`src/wdsc_ram.sv`:
```
// ----------------------------------------------------------------------------
// wdsc_ram: generic RAM
// One write port, one read port, registered read data, no reset.
// ----------------------------------------------------------------------------
module wdsc_ram #(
    parameter int unsigned WIDTH = 8,
    parameter int unsigned DEPTH = 16,
    localparam int unsigned AW = (DEPTH > 1) ? $clog2(DEPTH) : 1
) (
    input  logic             i_clk,
    input  logic             i_we,
    input  logic [AW-1:0]    i_waddr,
    input  logic [WIDTH-1:0] i_wdata,
    input  logic [AW-1:0]    i_raddr,
    output logic [WIDTH-1:0] o_rdata
);

    logic [WIDTH-1:0] r_mem [DEPTH];
    logic [WIDTH-1:0] r_rdata;

    always_ff @(posedge i_clk) begin
        if (i_we) begin
            r_mem[i_waddr] <= i_wdata;
        end
        r_rdata <= r_mem[i_raddr];
    end

    assign o_rdata = r_rdata;

endmodule

```
`config.mk`:
```
export PLATFORM = sky130hd
export DESIGN_NAME = wdsc_ram
export DESIGN_NICKNAME = d
export VERILOG_FILES = /design/src/wdsc_ram.sv
export SDC_FILE = /design/constraint.sdc
export NUM_CORES = 1
export LEC_CHECK = 0
export ABC_AREA = 0
export CORE_UTILIZATION = 40
export CTS_CLUSTER_SIZE = 10
export DETAILED_ROUTE_END_ITERATION = 7
export DONT_BUFFER_PORTS = 1
export GPL_ROUTABILITY_DRIVEN = 0
export GPL_TIMING_DRIVEN = 0
export MAX_ROUTING_LAYER = met4
export SYNTH_ARGS = -nofsm -noshare
export SYNTH_HDL_FRONTEND = slang
export SYNTH_SLANG_ARGS = --single-unit
```
`constraint.sdc`:
```
create_clock -name i_clk -period 2.85 [get_ports i_clk]
set_input_delay 0.7125 -clock i_clk [delete_from_list [all_inputs] [get_ports i_clk]]
set_output_delay 0.7125 -clock i_clk [all_outputs]
set_load 0.05 [all_outputs]
```
# Word level (Yosys, flattened, before mapping)
# Memories as Yosys holds them, arrays and structs flattened. A register that Yosys moved wholly into a read port is not among the register bits.
# Cells that the tools add are included.
[totals]
input_bits = 18
word_cells = 3
ram_bits = 128
reg_bits = 0
n_memories = 1
[memory_table]
columns = ["name", "depth", "width", "read_ports", "rd_ports_with_merged_regs", "wr", "line_no", "text"]
rows = [
  ["r_mem", 16, 8, 1, 1, 1, "18", "logic [WIDTH-1:0] r_mem [DEPTH];"],
]
[op_classes]
muxes = 2
[ops]
columns = ["operator", "count"]
rows = [
  ["two-way mux 1 bit", 2],
]

# Logic depth before layout (Yosys ltp)
[logic_depth]
depth_word = 2
depth_mapped = 5
ltp_nobuf = 3

# Worst setup path before layout
# Ideal clock, no wire load.
[synth_path]
path_kind = "input to register"
startpoint = "input port i_waddr[2]"
endpoint = "memory r_mem[0][0] (enable)"
required_time_ns = 2.467
setup_slack_ns = 0.645
arrival_time_ns = 1.822
stages = 2
setup_ns = 0.383
path_cell_list = "or3b_2 > nor3_1"
[synth_lines]
columns = ["item", "line_no", "text"]
rows = [
  ["start: declaration", "12", "input logic [AW-1:0] i_waddr,"],
  ["end: declaration", "18", ""],
]
# Straight into the memory's write port.

# Worst setup path in the final report
[layout_path]
startpoint = "input port i_waddr[2]"
endpoint = "memory r_mem[8][5] (enable)"
# Straight into the memory's write port.

==> flow_summary.json <==
{
  "cts.sinks": 136,
  "clk_latency_ns": 0.41,
  "fp.dieW_um": 115,
  "hold_violations": 0,
  "drc_errors": 0,
  "finalMaxSlewViolations": 0,
  "path_depth": 2,
  "path_delay_family": "simple AND/OR/NAND/NOR gates",
  "wl_per_cell_um": 22.9,
  "finalSetupViolCount": 0,
  "slowest_delay_ns": 0.98,
  "holdBufCountCts": 0,
  "port_buffers": 0,
  "gr-total-overflow": 0,
  "h-tree-depth": 4,
  "worstSetupStartpointType": "primary input",
  "fin_skew_ns": 0.00932,
  "end_kind": "flip-flop",
  "drive_gt1_frac": 0.223,
  "cts_max_path_buffers": 2,
  "holdPathStages": 0,
  "initial_core_util": 0.410,
  "min_period_over_period": 0.663,
  "first_global_vias": 2331,
  "vias": 2261,
  "die_h_um": 115,
  "grt_use_met1": 0.237,
  "yosys_warnings": 0,
  "cts_root_buf": "clkbuf_16",
  "post_cts_buffers": 0,
  "drtAntennaViolNets": 0,
  "grt_antenna_before_repair": 0,
  "power.total_mw": 4.60,
  "cp.buffers_inverters": 0,
  "swShare": 0.195,
  "core_um2": 12600,
  "fmax_ghz": 0.529,
  "dr.first_iter.drc_count": 113,
  "syn_inst": 229,
  "vias_per_cell": 5.19,
  "worst_pin_slew_ns": 1.25,
  "combPwrFrac": 0.033,
  "grt_pass1_wl_um": 15000,
  "post_cts_resized": 0,
  "dr.pass1.iters": 4,
  "synth-seq-cells": 136,
  "synth_cell_types": 19,
  "syn_area_per_cell_um2": 22.5,
  "period_needed_ns": 1.89,
  "cts_tree": "built",
  "syn-cell-area_um2": 5150,
  "finalSetupTns_ns": 0,
  "cts-buffers-inserted": 17,
  "crit_arrival_ns": 1.91,
  "layout_common_cells": "128 x edfxtp_1, 18 x mux4_2, 17 x clkbuf_16, 16 x a22oi_1, 14 x mux4_1",
  "grt_usage": 0.176,
  "path_class": "in2reg",
  "holdWs_ns": 0.394,
  "powerDensity_nw_per_um2": 772,
  "worst_path_max_delay_cell": "nor3_1",
  "drv_cap": 0,
  "fillers": 1023,
  "die_area_um2": 13300,
  "diodes": 0,
  "gr-usage-met2": 0.255,
  "area_delta_synth_final_pct": 15.9,
  "mostFrequentLayoutCell": "edfxtp_1",
  "power_switching_uw": 900,
  "num_io_pins": 26,
  "r2r_cells": 3,
  "rsz0062_at_grt": "false",
  "grt_busiest_layer": "met2",
  "hold_class": "in2reg",
  "cp_data_required_time_ns": 2.87,
  "grt.met3_usage": 0.0455,
  "worstPathMaxFanout": 8,
  "fin_nets": 269,
  "p_seq_frac": 0.499,
  "grt_max_degree": 17,
  "routed_wl_um": 9960,
  "synthesis.nets": 247,
  "status": "completed",
  "peakVddDrop_mv": 0.350,
  "pwr-share-clk": 0.467,
  "ys_seq_area_frac": 0.778,
  "path_cells": "nand3b_1 -> nor3_1",
  "relSlewSlack": 0.157,
  "internal-power_mw": 3.70,
  "row_count": 41,
  "dp_hpwl_um": 6280,
  "p_leak_nw": 1.94,
  "clk_pin_slew_worst_paths_ns": 0.06
}
## Yosys cell counts
cell             number  area share
buf_4                 1      0.0015
mux4_1               14       0.071
dfxtp_1               8       0.031
and2_1                1      0.0012
buf_6                 3      0.0066
nand2b_1              2      0.0024
nor2_1               13      0.0095
a22oi_1              16       0.023
clkdlybuf4s25_2       3      0.0058
nand3b_1              2      0.0029
nor2b_1               1      0.0012
or3b_2                1      0.0017
nand2_1               9      0.0066
mux4_2               18       0.079
buf_2                 3      0.0029
and2b_1               1      0.0015
nor3_1                4      0.0039
edfxtp_1            128        0.75
nand3_1               1     0.00097
## per-stage QoR
step	worst slack (ns)	instance area, um^2	utilization	instances
final	0.960	5970	0.475	436
after global routing	0.798	5970	0.475	436
after CTS	0.600	5950	0.473	433
after detailed placement	0.173	5360	0.427	401
after global placement	0.170	5360	0.427	401
after floorplan	0.645	5150	-	229
## power by group through the flow
stage	Sequential [mW]	Clock (mW)	Combinational (mW)
2_1_floorplan	2.33	0	0.114
3_3_place_gp	2.34	0	0.156
3_5_place_dp	2.34	0	0.157
4_1_cts	2.30	2.18	0.157
5_1_grt	2.30	2.27	0.167
6_report	2.30	2.15	0.154
## cells by family (layout without fill, tap and decap cells)
kind of cell,Yosys count,after routing,synth area share
buffers and inverters,10,45,0.0168
multiplexers,32,32,0.150
AO/OA/AOI/OAI,16,16,0.0233
flip-flops,136,136,0.778
AND/OR/NAND/NOR,35,35,0.0318
## metal layers
metal / vias to the layer above / routed length, um
met5: - / 0
li1: 1015 / -
met2: 52 / 4870
met3: 7 / 354
met1: 1187 / 4640
met4: 0 / 105
## path summary, 6_finish.rpt
kind / startpoint / endpoint / slack, ns
max reg2reg: r_mem[5][3]$_DFFE_PP_ / o_rdata[3]$_DFF_P_ / 1.48
max: i_waddr[2] / r_mem[8][5]$_DFFE_PP_ / 0.96
min reg2reg: r_mem[8][2]$_DFFE_PP_ / o_rdata[2]$_DFF_P_ / 0.68
min: i_wdata[3] / r_mem[11][3]$_DFFE_PP_ / 0.39
## registers in the layout, indices dropped and copies added (netlist names)
register / flops
o_rdata: 8
r_mem: 128
## layout make-up
type | instances | area (um^2) | share of cell area
Clock buffer | 23 | 458 | 0.0768
Tap cell | 172 | 215 | 0.0361
Sequential cell | 136 | 4000 | 0.671
Clock inverter | 9 | 125 | 0.0210
Timing Repair Buffer | 3 | 20.0 | 0.00336
Multi-Input combinational cell | 83 | 1060 | 0.177
Buffer | 10 | 86.3 | 0.0145
Note: power is estimated with default switching activity, not from simulation.
