$ cat src/wdsc_pkg.sv
// ----------------------------------------------------------------------------
// wdsc_pkg: shared types and constants
// Access word, result word and fixed widths of the distinct-stripe counter.
// ----------------------------------------------------------------------------
package wdsc_pkg;

    localparam int unsigned MODE_W   = 1;
    localparam int unsigned OFFSET_W = 48;
    localparam int unsigned SIZE_W   = 32;
    localparam int unsigned WLEN_W   = 21;
    localparam int unsigned DIST_W   = 14;
    localparam int unsigned WIN_W    = 16;
    localparam int unsigned SUM_W    = 32;

    // last byte address can exceed the offset range by the size range
    localparam int unsigned END_W    = OFFSET_W + 1;

    // 1 MiB chunks, six chunks per stripe: the address is shifted right by
    // the chunk size plus one (the factor two of six), then divided by three
    localparam int unsigned CHUNK_SH  = 20;
    localparam int unsigned STRIPE_SH = CHUNK_SH + 1;
    localparam int unsigned QIN_W     = END_W - STRIPE_SH;
    localparam logic [31:0] RECIP_3   = 32'hAAAA_AAAB;
    localparam int unsigned RECIP_SH  = 33;
    localparam int unsigned PROD_W    = QIN_W + 32;
    // highest stripe index of any access fits in 26 bits
    localparam int unsigned STRIPE_W  = 26;

    localparam int unsigned BUCKETS  = 128;
    localparam int unsigned BKT_W    = 7;

    localparam logic [1:0]        ADDR_WLEN  = 2'd0;
    localparam logic [WLEN_W-1:0] WLEN_RESET = WLEN_W'(1024);
    localparam logic [MODE_W-1:0] MODE_WRITE = 1'b0;

    typedef struct packed {
        logic [MODE_W-1:0]   mode;
        logic [OFFSET_W-1:0] offset;
        logic [SIZE_W-1:0]   size;
        logic                last_of_trace;
    } t_in_item;

    typedef struct packed {
        logic [DIST_W-1:0] distinct_count;
        logic [WIN_W-1:0]  windows_closed;
        logic [SUM_W-1:0]  locality_sum;
        logic              bucket_full;
        logic              trace_done;
    } t_out_item;

endpackage

$ cat src/wdsc_div.sv
// ----------------------------------------------------------------------------
// wdsc_div: stripe index unit
// Byte address to stripe index by shift and reciprocal multiply; done pulses
// in the cycle after start, with the index valid.
// ----------------------------------------------------------------------------
module wdsc_div
    import wdsc_pkg::*;
(
    input  logic                i_clk,
    input  logic                i_rst_n,
    input  logic                i_start,
    input  logic [END_W-1:0]    i_addr,
    output logic                o_done,
    output logic [STRIPE_W-1:0] o_stripe
);

    logic                r_done;
    logic [STRIPE_W-1:0] r_stripe, n_stripe;
    logic [QIN_W-1:0]    half_chunk;
    logic [PROD_W-1:0]   prod;

    assign half_chunk = i_addr[END_W-1:STRIPE_SH];
    // exact divide by three for any operand below 2^32
    assign prod       = PROD_W'(half_chunk) * PROD_W'(RECIP_3);
    assign n_stripe   = i_start ? prod[RECIP_SH +: STRIPE_W] : r_stripe;

    always_ff @(posedge i_clk) begin
        if (!i_rst_n) begin
            r_done <= 1'b0;
        end else begin
            r_done <= i_start;
        end
        r_stripe <= n_stripe;
    end

    assign o_done   = r_done;
    assign o_stripe = r_stripe;

endmodule

$ cat config.mk
export PLATFORM = sky130hd
export DESIGN_NAME = wdsc_div
export DESIGN_NICKNAME = d
export VERILOG_FILES = /design/src/wdsc_pkg.sv /design/src/wdsc_div.sv
export SDC_FILE = /design/constraint.sdc
export NUM_CORES = 1
export LEC_CHECK = 0
export BUFFER_PORTS_ARGS = -buffer_cell sky130_fd_sc_hd__buf_2
export CAP_MARGIN = 20
export CELL_PAD_IN_SITES_DETAIL_PLACEMENT = 0
export CELL_PAD_IN_SITES_GLOBAL_PLACEMENT = 1
export CORE_MARGIN = 10
export CORE_UTILIZATION = 51
export CTS_CLUSTER_DIAMETER = 120
export DETAILED_ROUTE_END_ITERATION = 8
export PLACE_DENSITY_LB_ADDON = 0.25
export SLEW_MARGIN = 20
export SYNTH_ARGS = -nofsm -noshare
export SYNTH_HDL_FRONTEND = slang
export SYNTH_SLANG_ARGS = --single-unit
$ cat constraint.sdc
create_clock -name i_clk -period 7.4 [get_ports i_clk]
set_input_delay 0 -clock i_clk [delete_from_list [all_inputs] [get_ports i_clk]]
set_output_delay 0 -clock i_clk [all_outputs]
set_load 0.05 [all_outputs]
* Yosys cells after proc, flatten, opt, wreduce, memory -nomap -nowiden
Index checks and enable logic that the tools add are counted.
** Storage, ports and cells
- Output and inout bits :: 27
- Input port bits :: 52
- Word-level logic and storage cells :: 3
- Flip-flop bits (word level) :: 27
** Cells by class
- Multipliers :: 1
** Operators by type and width (count)
- 28-bit by 32-bit multiplier with 59-bit output, second input constant :: 1

* Depth between registers and ports, before layout
Gate-level depths: netlist of run 1.
- Word-level depth :: 1
- Depth in mapped cells :: 24
- Gate-level depth less buffers :: 23

* Least setup slack after synthesis of run 1
Ideal clock, no wire load.
- Path type :: input to register
- Start point :: input i_addr[25]
- End point :: register r_stripe[22], in the netlist o_stripe[22] (data pin)
- Setup time :: 0.258 ns
- Path slack :: 1.355 ns
- Required time :: 7.142 ns
- Arrival time :: 5.788 ns
- Cell stages on the path :: 21
- Buffers on the path :: 0
- Cell sequence :: ha_1 fa_1 fa_1 inv_1 fa_1 inv_1 fa_1 inv_1 fa_1 inv_1 fa_1 ha_1 nand3_1 nor2_4 nand3_1 and4_4 a21bo_1 o21a_4 o31ai_4 a21oi_1 xnor2_1
** Between the ends
- Cells in the longest elaborated chain, start to end :: 1
** Ends and longest elaborated chain
- start: declaration :: line wdsc_div.sv:12 : input logic [END_W-1:0] i_addr,
- 28-bit by 32-bit multiplier with 59-bit output :: line wdsc_div.sv:24 : assign prod = PROD_W'(half_chunk) * PROD_W'(RECIP_3);
- named net prod[55] :: line wdsc_div.sv:20 : logic [PROD_W-1:0] prod;
- end signal: assignment :: line wdsc_div.sv:33 : r_stripe <= n_stripe;
- end: declaration :: line wdsc_div.sv:18 : logic [STRIPE_W-1:0] r_stripe, n_stripe;
The timed path passes the listed nets, and every way through them passes these cells.
A chain may end at the register's enable or synchronous reset.

* Worst setup path in the final report of run 1
- Start point :: input i_addr[36]
- End point :: register r_stripe[18], in the netlist o_stripe[18] (data pin)
The elaborated chain is that of the path after synthesis.

==> results by group, run 1 <==
Status
  • Outcome: finished, final reports clean

Critical path
  • Worst Path Required: 7.42 ns
  • WS Path Type: primary input to flip-flop
  • Worst setup EP type: flip-flop
  • Critical path arrival: 6.49 ns
  • Crit Path Max Fanout: 7
  • CP Launch Type: primary input

Cells and area
  • Share of layout cells above drive strength 1: 7.77%
  • Syn-to-layout area delta: 6.64%
  • Fin nets: 1617
  • Fill count: 1919
  • ANT cells: 0
  • Core Util, Final: 55.2%

Detailed routing
  • Post-Route WL: 23.0 mm
  • Via count: 7133
  • Routed WL per cell: 16.3 um
  • 1st-pass router iterations: 4
  • Vias/cell: 5.07
  • ANT nets after route: 0
  • DRT iter0 DRCs: 298
  • Residual DRC: 0

Floorplan
  • Core Rows: 53
  • Core area: 21000 um^2
  • Die Y: 166 um
  • Die width: 166 um
  • Die area: 27600 um^2
  • Initial core utilization: 51.7%
  • I/O pin cnt: 79

Placement
  • Placer Congestion: 0.916
  • IO Port Bufs: 57
  • Placed wire-length estimate: 21.2 mm

STA
  • Final min period: 6.48 ns
  • Max Slew Vio Count: 0
  • Relative slew slack: 52.8%
  • Worst Tran Pin Value: 0.690 ns
  • RSZ-0062 raised after global routing: false
  • Worst hold slack: 0.294 ns
  • Setup tns final: 0 ns
  • F_max: 0.154 GHz
  • Final Cycle Share: 87.5%
  • Final setup vio count: 0
  • Fin. Hold Viols: 0

GRT
  • Gr ovfl total: 0
  • Global routing usage on met1: 24.3%
  • Largest net degree at the start of global routing: 28
  • Met3 Track Usage GR: 2.01%
  • Initial antenna violation count: 0
  • Number of global-route vias before repair: 7825
  • Total global routing track utilization: 17.4%
  • Most Crowded Layer GR: met2
  • Met2 Use GR: 29.5%
  • First-pass GRT wire length: 39.7 mm

Worst hold path
  • Path category of the worst min-delay check: primary input to flip-flop

Clock tree
  • Bufs on Longest Clock Path: 2
  • Hold-fix buffers, CTS: 1
  • TritonCTS clock tree: done
  • Post-cts sizing count: 0
  • H-tree levels: 1
  • Clock root buffer: clkbuf_16
  • Setup bufs post-CTS: 0
  • Clock sinks: 27
  • Worst-path clk slew: 0.06 ns
  • Clock buffer count from CTS: 3

Synthesis
  • Unique masters post-synth: 63
  • Syn_nets: 1556
  • Avg Synthesized Cell Area: 10.1 um^2
  • Sequential share of the synthesized area: 7.36%
  • Fraction of registers with async set or reset after synthesis: 0%
  • Mapped cell area: 10900 um^2
  • Synthesized flop and latch total: 27
  • Yosys warnings: 0
  • Top_reg_cell synth: edfxtp_1
  • Number of flops mapped to enable cells by yosys: 26
  • Mapped Cells: 1072

Flow run
  • Max-cap violation count: 0
-- layer usage --
| layer | vias to the layer above | wire length (um) |
|---|---|---|
| met5 | - | 0 |
| li1 | 3513 | - |
| met4 | 0 | 192 |
| met3 | 8 | 629 |
| met2 | 92 | 11100 |
| met1 | 3520 | 11100 |
-- cell type report --
| type | count | area [um^2] | share of cell area [%] |
|---|---|---|---|
| multi-input cells | 713 | 8820 | 76.1 |
| inverters | 326 | 1220 | 10.6 |
| flip-flops and latches | 27 | 801 | 6.90 |
| well taps | 275 | 344 | 2.97 |
| repair buffers | 62 | 325 | 2.80 |
| clock buffers | 3 | 75.1 | 0.647 |
| clock inverters | 1 | 7.51 | 0.0647 |
-- critical path: stages --
cell     delay [ns]
buf_2          0.15
ha_1           0.38
fa_1           0.58
fa_1           0.58
inv_1          0.10
fa_1           0.72
inv_1          0.23
fa_1           0.52
inv_1          0.05
fa_1           0.48
inv_1          0.06
fa_1           0.46
ha_1           0.38
a21oi_1        0.27
a31oi_1        0.11
nor4_1         0.59
nand2_1        0.14
o21ai_2        0.29
o21ai_2        0.12
a21oi_1        0.20
xnor2_1        0.08
-- through the flow --
stage | worst slack, ns | cell area (um^2) | std cells
2_1_floorplan | 1.35 | 10900 | 1072
3_3_place_gp | 0.699 | 11500 | 1402
3_5_place_dp | 0.685 | 11500 | 1402
4_1_cts | 0.933 | 11600 | 1407
5_1_grt | 0.565 | 11600 | 1407
6_report | 0.925 | 11600 | 1407
-- cells by family after synthesis --
family | after synthesis | share of synthesized area [%]
fa+ha+maj | 432 | 64.1
buf+inv | 332 | 11.5
compound gates | 138 | 9.01
simple gates | 107 | 5.15
xor+xnor | 36 | 2.90
flops | 27 | 7.36
-- layout by cell type, fill, tap and decap left out, types with 3 or more instances in the layout --
cell type  instances
nand3_1           19
xnor2_1           25
fa_1             208
buf_4              4
o21ai_0           16
nand3b_1           3
o211ai_1           6
nand2b_1           4
a2111oi_0          3
clkbuf_16          3
a21oi_2            3
and3_1             4
ha_1             224
o21bai_1           5
a21o_1            23
edfxtp_1          26
o21a_1             5
a31oi_1            4
nor2_1            17
nand2_1           32
and2_1             3
or3_1              3
a21oi_1           44
nand4_1            8
xor2_1            11
inv_1            326
buf_2             57
-- sequential cells by signal, indices dropped and copies added, names as in the netlist --
register  count
o_done        1
o_stripe     26
-- final timing paths --
kind | from | endpoint | slack (ns) | depth (start not counted)
max | i_addr[36] | o_stripe[18]$_DFFE_PP_ | 0.92 | 21
min | i_start | o_stripe[24]$_DFFE_PP_ | 0.29 | 1
-- Yosys cell counts, types with 3 or more instances --
cell | count | area share (%)
o21bai_1 | 5 | 0.35
inv_1 | 326 | 11
a21o_1 | 23 | 1.6
nand3b_1 | 3 | 0.21
nand2b_1 | 4 | 0.23
xor2_1 | 11 | 0.89
nand2_1 | 32 | 1.1
o21a_1 | 5 | 0.35
nor2_1 | 17 | 0.59
o211ai_1 | 6 | 0.41
xnor2_1 | 25 | 2.0
a21oi_2 | 3 | 0.24
nand3_1 | 19 | 0.87
and3_1 | 4 | 0.23
fa_1 | 208 | 38
or3_1 | 3 | 0.17
clkbuf_1 | 5 | 0.17
a21oi_1 | 44 | 2.0
a31oi_1 | 4 | 0.23
ha_1 | 224 | 26
o21ai_0 | 16 | 0.74
edfxtp_1 | 26 | 7.2
nand4_1 | 8 | 0.46
and2_1 | 3 | 0.17
a2111oi_0 | 3 | 0.24
Power of run 1 is not shown: default switching activity piles up to over one toggle a cycle in this logic, so the estimate is an artifact.
==> run 2, diff against run 1 <==
--- a/config.mk
+++ b/config.mk
@@ -5,12 +5,13 @@
 export SDC_FILE = /design/constraint.sdc
 export NUM_CORES = 1
 export LEC_CHECK = 0
+export ABC_AREA = 1
 export BUFFER_PORTS_ARGS = -buffer_cell sky130_fd_sc_hd__buf_2
 export CAP_MARGIN = 20
 export CELL_PAD_IN_SITES_DETAIL_PLACEMENT = 0
 export CELL_PAD_IN_SITES_GLOBAL_PLACEMENT = 1
 export CORE_MARGIN = 10
-export CORE_UTILIZATION = 51
+export CORE_UTILIZATION = 48
 export CTS_CLUSTER_DIAMETER = 120
 export DETAILED_ROUTE_END_ITERATION = 8
 export PLACE_DENSITY_LB_ADDON = 0.25
==> run 2 against run 1 <==
  * Synthesized area up 19%
  * Largest cell class unchanged
  * Worst hold slack worse by 0.051 ns
  * Highest routed layer unchanged
  * Synthesized cell count up 58%
  * Core utilization down 3.0 points
  * Sequential cell count unchanged
  * Critical path type unchanged
  * Final area up 18%
==> results by group, run 2 <==
Synthesis
  • Number of flops mapped to enable cells by yosys: 26 (unchanged)
  • Unique masters post-synth: 28 (-56%)
  • Main area contributors after synthesis: fa_1 32%, ha_1 22%, inv_1 16%, nand2_1 12%, edfxtp_1 6.0%
  • Avg Synthesized Cell Area: 7.62 um^2 (-25%)
  • Fraction of registers with async set or reset after synthesis: 0% (unchanged)
  • Top_reg_cell synth: edfxtp_1
  • Mapped Cells: 1695 (+58%)
  • Top-count cell post-synth: inv_1
  • Post-synth top area cell: fa_1
  • Mapped cell area: 12900 um^2 (+19%)
  • Sequential share of the synthesized area: 6.20% (-1.2 points)
  • Synth cell count leaders: 540 x inv_1, 402 x nand2_1, 224 x ha_1
  • Yosys warnings: 0 (unchanged)
  • Yosys top cell area share: 32.2% (-6.0 points)
  • Syn_nets: 2179 (+40%)
  • Synthesized flop and latch total: 27 (unchanged)

Floorplan
  • I/O pin cnt: 79 (unchanged)
  • Die width: 184 um (+11%)
  • Die area: 33900 um^2 (+23%)
  • Initial core utilization: 49.1% (-2.6 points)
  • Die Y: 184 um (+11%)
  • Core area: 26300 um^2 (+25%)
  • Core Rows: 59 (+11%)

GRT
  • Largest net degree at the start of global routing: 28 (unchanged)
  • Initial antenna violation count: 0 (unchanged)
  • Total global routing track utilization: 21.6% (+4.2 points)
  • Gr ovfl total: 0 (unchanged)
  • First-pass GRT wire length: 57.3 mm (+45%)
  • Number of global-route vias before repair: 11200 (+43%)

Status
  • Outcome: finished, final reports clean

Clock tree
  • H-tree levels: 1 (unchanged)
  • Clock buffer count from CTS: 3 (unchanged)
  • Post-cts sizing count: 0 (unchanged)
  • Clock sinks: 27 (unchanged)
  • Setup bufs post-CTS: 0 (unchanged)
  • Worst-path clk slew: 0.07 ns (about the same)
  • Clock root buffer: clkbuf_16
  • TritonCTS clock tree: done
  • Bufs on Longest Clock Path: 2 (unchanged)
  • Hold-fix buffers, CTS: 1 (unchanged)

Critical path
  • Worst Path Required: 7.44 ns (+0.02 ns)
  • Crit Path Max Fanout: 5 (-2)
  • WS Path Type: primary input to flip-flop
  • CP Launch Type: primary input
  • Worst setup EP type: flip-flop
  • Critical path arrival: 6.09 ns (-0.40 ns)

Placement
  • Placer Congestion: 0.953 (+4.0%)
  • Placed wire-length estimate: 31.8 mm (+50%)
  • IO Port Bufs: 57 (unchanged)

Cells and area
  • Fill count: 2632 (+37%)
  • Fin nets: 2242 (+39%)
  • Syn-to-layout area delta: 6.18%
  • Most common cell after layout, fill and taps aside: inv_1
  • Commonest cells after routing, fill and taps aside: 540 x inv_1, 402 x nand2_1, 224 x ha_1
  • ANT cells: 0 (unchanged)
  • Share of layout cells above drive strength 1: 6.49% (-1.3 points)
  • Largest register FFs: 26 (unchanged)

Detailed routing
  • Post-Route WL: 34.3 mm (+49%)
  • Vias/cell: 4.85 (-4.2%)
  • Via count: 10200 (+42%)
  • ANT nets after route: 0 (unchanged)
  • 1st-pass router iterations: 5 (+1)
  • DRT iter0 DRCs: 451 (+51%)
  • Residual DRC: 0 (unchanged)
  • Routed WL per cell: 16.4 um (+0.41%)

STA
  • Final setup vio count: 0 (unchanged)
  • Fin. Hold Viols: 0 (unchanged)
  • F_max: 0.165 GHz (+6.9%)
  • Setup tns final: 0 ns (unchanged)
  • RSZ-0062 raised after global routing: false
  • Final Cycle Share: 81.9% (-5.6 points)
  • Worst Tran Pin Value: 0.619 ns (-0.0712 ns)
  • Relative slew slack: 58.7% (+5.9 points)
  • Final min period: 6.06 ns (-0.417 ns)
  • Max Slew Vio Count: 0 (unchanged)

Worst hold path
  • Path category of the worst min-delay check: primary input to flip-flop

Flow run
  • Max-cap violation count: 0 (unchanged)
-- run 2: cell types whose count changed after synthesis, moves of 8 or more --
cell,delta
a21o_1,-21
a21oi_1,+10
inv_1,+214
inv_2,+8
nand2_1,+370
nand2_2,+14
nand3_1,+24
nor2_1,+55
nor2_2,+16
xnor2_1,-17
-- run 2: path summary, 6_finish.rpt --
check | start | end | slack (ns) | cells past startpoint
max | i_addr[27] | o_stripe[6]$_DFFE_PP_ | 1.34 | 22
min | i_start | o_done$_SDFF_PN0_ | 0.24 | 3
-- run 2: area by class of cell --
cell class	count	area (um^2)	share of cell area [%]
Tap cell	335	419	3.06
Multi-Input combinational cell	1120	10100	73.3
Sequential cell	27	801	5.84
Clock buffer	3	75.1	0.548
Timing Repair Buffer	58	295	2.15
Inverter	548	2060	15.0
Clock inverter	1	8.76	0.0639
-- run 2: worst max-delay path, stage by stage --
cell and delay [ns]:
buf_2 0.15, ha_1 0.36, fa_1 0.63, fa_1 0.85, inv_1 0.12, fa_1 0.78
inv_1 0.11, fa_1 0.51, inv_1 0.05, fa_1 0.48, inv_1 0.05, fa_1 0.45
ha_1 0.33, nand2_1 0.17, nor2_2 0.19, inv_1 0.07, nor2_2 0.13, nand3_1 0.21
nor2_1 0.17, o211ai_1 0.12, nand3_1 0.09, nand2_1 0.06
-- run 2: kinds of logic (layout without fill, tap and decap cells) --
group           count (synthesis)  count (layout)  share of synthesized area, %
fa+ha+maj                     432             432                          54.0
xor+xnor                       15              15                          1.02
compound gates                 88              88                          3.73
buf+inv                       548             610                          15.9
simple gates                  585             585                          19.2
flops                          27              27                          6.20
-- run 2: through the flow --
stage	util [%]	instances	hold slack, ns	setup slack [ns]	cell area [um^2]
global placement	51.8	2087	0.182	1.13	13600
CTS	52.2	2092	0.254	1.38	13700
detailed placement	51.8	2087	0.188	1.08	13600
finish	52.2	2092	0.243	1.34	13700
floorplan	-	1695	0.0935	2.04	12900
global route	52.2	2092	0.286	1.04	13700
-- run 2: per-layer routing --
| layer | wire [um] | track usage [%] | vias to the layer above |
|---|---|---|---|
| met4 | 604 | 3.70 | 0 |
| met2 | 16500 | 38.1 | 170 |
| met5 | 0 | 0 | - |
| met1 | 15500 | 27.9 | 4844 |
| met3 | 1670 | 2.89 | 28 |
| li1 | - | - | 5114 |
Power of run 2 is left out for the same reason.
==> run 3, diff against run 2 <==
==> constraint.sdc (replaced) <==
create_clock -name i_clk -period 5.9 [get_ports i_clk]
set_input_delay 0 -clock i_clk [delete_from_list [all_inputs] [get_ports i_clk]]
set_output_delay 0 -clock i_clk [all_outputs]
set_load 0.05 [all_outputs]
==> run 3 against run 2 <==
  * Setup slack got worse by 1.0 ns
  * Critical path depth rose by 1
  * Non-clock buffer count rose by 56
  * Sequential share of layout area fell by 0.18 points
  * Cell count rose by 2.7%
  * Worst hold slack improved by 0.0016 ns
  * Global-route usage rose by 0.41 points
  * Routed wire length rose by 3.7%
  * Die area did not move
  * Core utilization rose by 1.6 points
  * First-iteration DRC count rose by 38%
  * Final area rose by 3.1%
  * Critical endpoint is now o_stripe[17]$_DFFE_PP_
==> results by group, run 3 (synthesis results as in run 2) <==
STA
  • Final Cycle Share: 94.3%
  • F_max: 0.180 GHz
  • Final min period: 5.56 ns
  • Max Slew Vio Count: 0 (unchanged)
  • Relative slew slack: 58.0% (-0.74 points)
  • Worst hold slack: 0.244 ns (+0.00163 ns)
  • Fin. Hold Viols: 0 (unchanged)
  • Setup tns final: 0 ns (unchanged)
  • RSZ-0062 raised after global routing: false
  • Final setup vio count: 0 (unchanged)
  • Worst Tran Pin Value: 0.630 ns (+0.0111 ns)

Cells and area
  • Fin nets: 2298 (+2.5%)
  • Final instance area: 14100 um^2 (+3.1%)
  • Commonest cells after routing, fill and taps aside: 540 x inv_1, 402 x nand2_1, 224 x ha_1
  • Fill count: 2642 (+0.38%)
  • Share of layout cells above drive strength 1: 9.49% (+3.0 points)
  • ANT cells: 0 (unchanged)
  • Syn-to-layout area delta: 9.49%
  • Register area: 801 um^2 (unchanged)
  • Largest register FFs: 26 (unchanged)
  • Most common cell after layout, fill and taps aside: inv_1
  • Multi-input logic area: 10100 um^2 (about the same)

Floorplan
  • Die area: 33900 um^2 (unchanged)
  • Core area: 26300 um^2 (unchanged)
  • Core Rows: 59 (unchanged)
  • Initial core utilization: 49.1% (unchanged)
  • Die width: 184 um (unchanged)
  • I/O pin cnt: 79 (unchanged)
  • Die Y: 184 um (unchanged)

Critical path
  • Worst Path Required: 5.93 ns (-1.51 ns)
  • Worst setup EP type: flip-flop
  • CP startpoint: i_addr[34]
  • WS Path Type: primary input to flip-flop
  • Crit Path Max Fanout: 4 (-1)
  • Worst Setup EP: o_stripe[17]$_DFFE_PP_
  • CP Launch Type: primary input
  • Critical path arrival: 5.59 ns (-0.50 ns)

GRT
  • First-pass GRT wire length: 58.0 mm (+1.2%)
  • Gr ovfl total: 0 (unchanged)
  • Total global routing track utilization: 22.1% (+0.41 points)
  • Number of global-route vias before repair: 11300 (+1.3%)
  • Initial antenna violation count: 0 (unchanged)
  • Largest net degree at the start of global routing: 28 (unchanged)

Flow run
  • Max-cap violation count: 0 (unchanged)

Detailed routing
  • Residual DRC: 0 (unchanged)
  • Post-Route WL: 35.5 mm (+3.7%)
  • Vias/cell: 4.87 (+0.27%)
  • 1st-pass router iterations: 7 (+2)
  • ANT nets after route: 0 (unchanged)
  • Routed WL per cell: 16.5 um (+0.96%)
  • Via count: 10500 (+3.0%)
  • DRT iter0 DRCs: 621 (+38%)

Placement
  • Placer Congestion: 0.961 (+0.83%)
  • IO Port Bufs: 57 (unchanged)
  • Placed wire-length estimate: 32.8 mm (+3.2%)
  • Placed cell area: 14000 um^2 (+3.1%)

Clock tree
  • Clock root buffer: clkbuf_16
  • Setup bufs post-CTS: 0 (unchanged)
  • Clock sinks: 27 (unchanged)
  • Bufs on Longest Clock Path: 2 (unchanged)
  • H-tree levels: 1 (unchanged)
  • Worst-path clk slew: 0.08 ns (about the same)
  • TritonCTS clock tree: done
  • Clock buffer count from CTS: 3 (unchanged)

Worst hold path
  • Path category of the worst min-delay check: primary input to flip-flop

Status
  • Outcome: finished, final reports clean
run 3: cell count changes in the layout (fill, tap and decap cells not counted), sizes merged:
cell	previous run	this run
buf	57	113
run 3: routing by layer:
metal | wire length [um] | vias to the layer above | global-route usage [%] | part of all wire (%)
li1 | - | 5234 | - | -
met2 | 17300 | 205 | 39.1 | 49
met5 | 0 | - | 0 | 0
met4 | 710 | 0 | 4.13 | 2.0
met3 | 1460 | 26 | 2.04 | 4.1
met1 | 16000 | 4991 | 28.7 | 45
run 3: worst min path at each step:
stage                  from                     end  cells after the start
floorplan           i_start       o_done$_SDFF_PN0_                      2
global placement    i_rst_n       o_done$_SDFF_PN0_                      3
detailed placement  i_rst_n       o_done$_SDFF_PN0_                      3
CTS                 i_start       o_done$_SDFF_PN0_                      3
global route        i_start  o_stripe[25]$_DFFE_PP_                      1
finish              i_start       o_done$_SDFF_PN0_                      3
run 3: per-stage QoR:
stage,worst slack [ns],utilization (%),cells
final,0.337,53.8,2148
after floorplan,0.536,-,1695
after CTS,0.365,53.8,2148
after global routing,0.0184,53.8,2148
after detailed placement,0.0837,53.4,2143
after global placement,0.117,53.4,2143
run 3: worst max-delay path, cell delays in order:
cell and delay, ns:
buf_2 0.13, ha_1 0.38, fa_1 0.56, fa_1 0.58, inv_1 0.10, fa_1 0.63, inv_1 0.15, fa_1 0.47
fa_1 0.50, inv_1 0.05, fa_1 0.50, inv_1 0.05, ha_1 0.37, nand2_1 0.10, nand2_1 0.10, a21oi_1 0.22
inv_1 0.06, a21oi_1 0.20, nor2_1 0.06, nor2_1 0.13, nand3_1 0.09, nand2_1 0.06, nand2_1 0.06
run 3: area by class of cell:
type / count / share of cell area [%]
multi-input cells: 1120 / 71.2
clock inverters: 1 / 0.0620
clock buffers: 3 / 0.531
flip-flops and latches: 27 / 5.66
repair buffers: 114 / 5.06
well taps: 335 / 2.96
inverters: 548 / 14.5
run 3: repair_timing:
item                       in CTS  in global routing
hold endpoints to repair        1                  0
setup endpoints to repair       0                  3
hold buffers                    1                  0
resized for setup               0                  2
Power of run 3 is left out for the same reason.
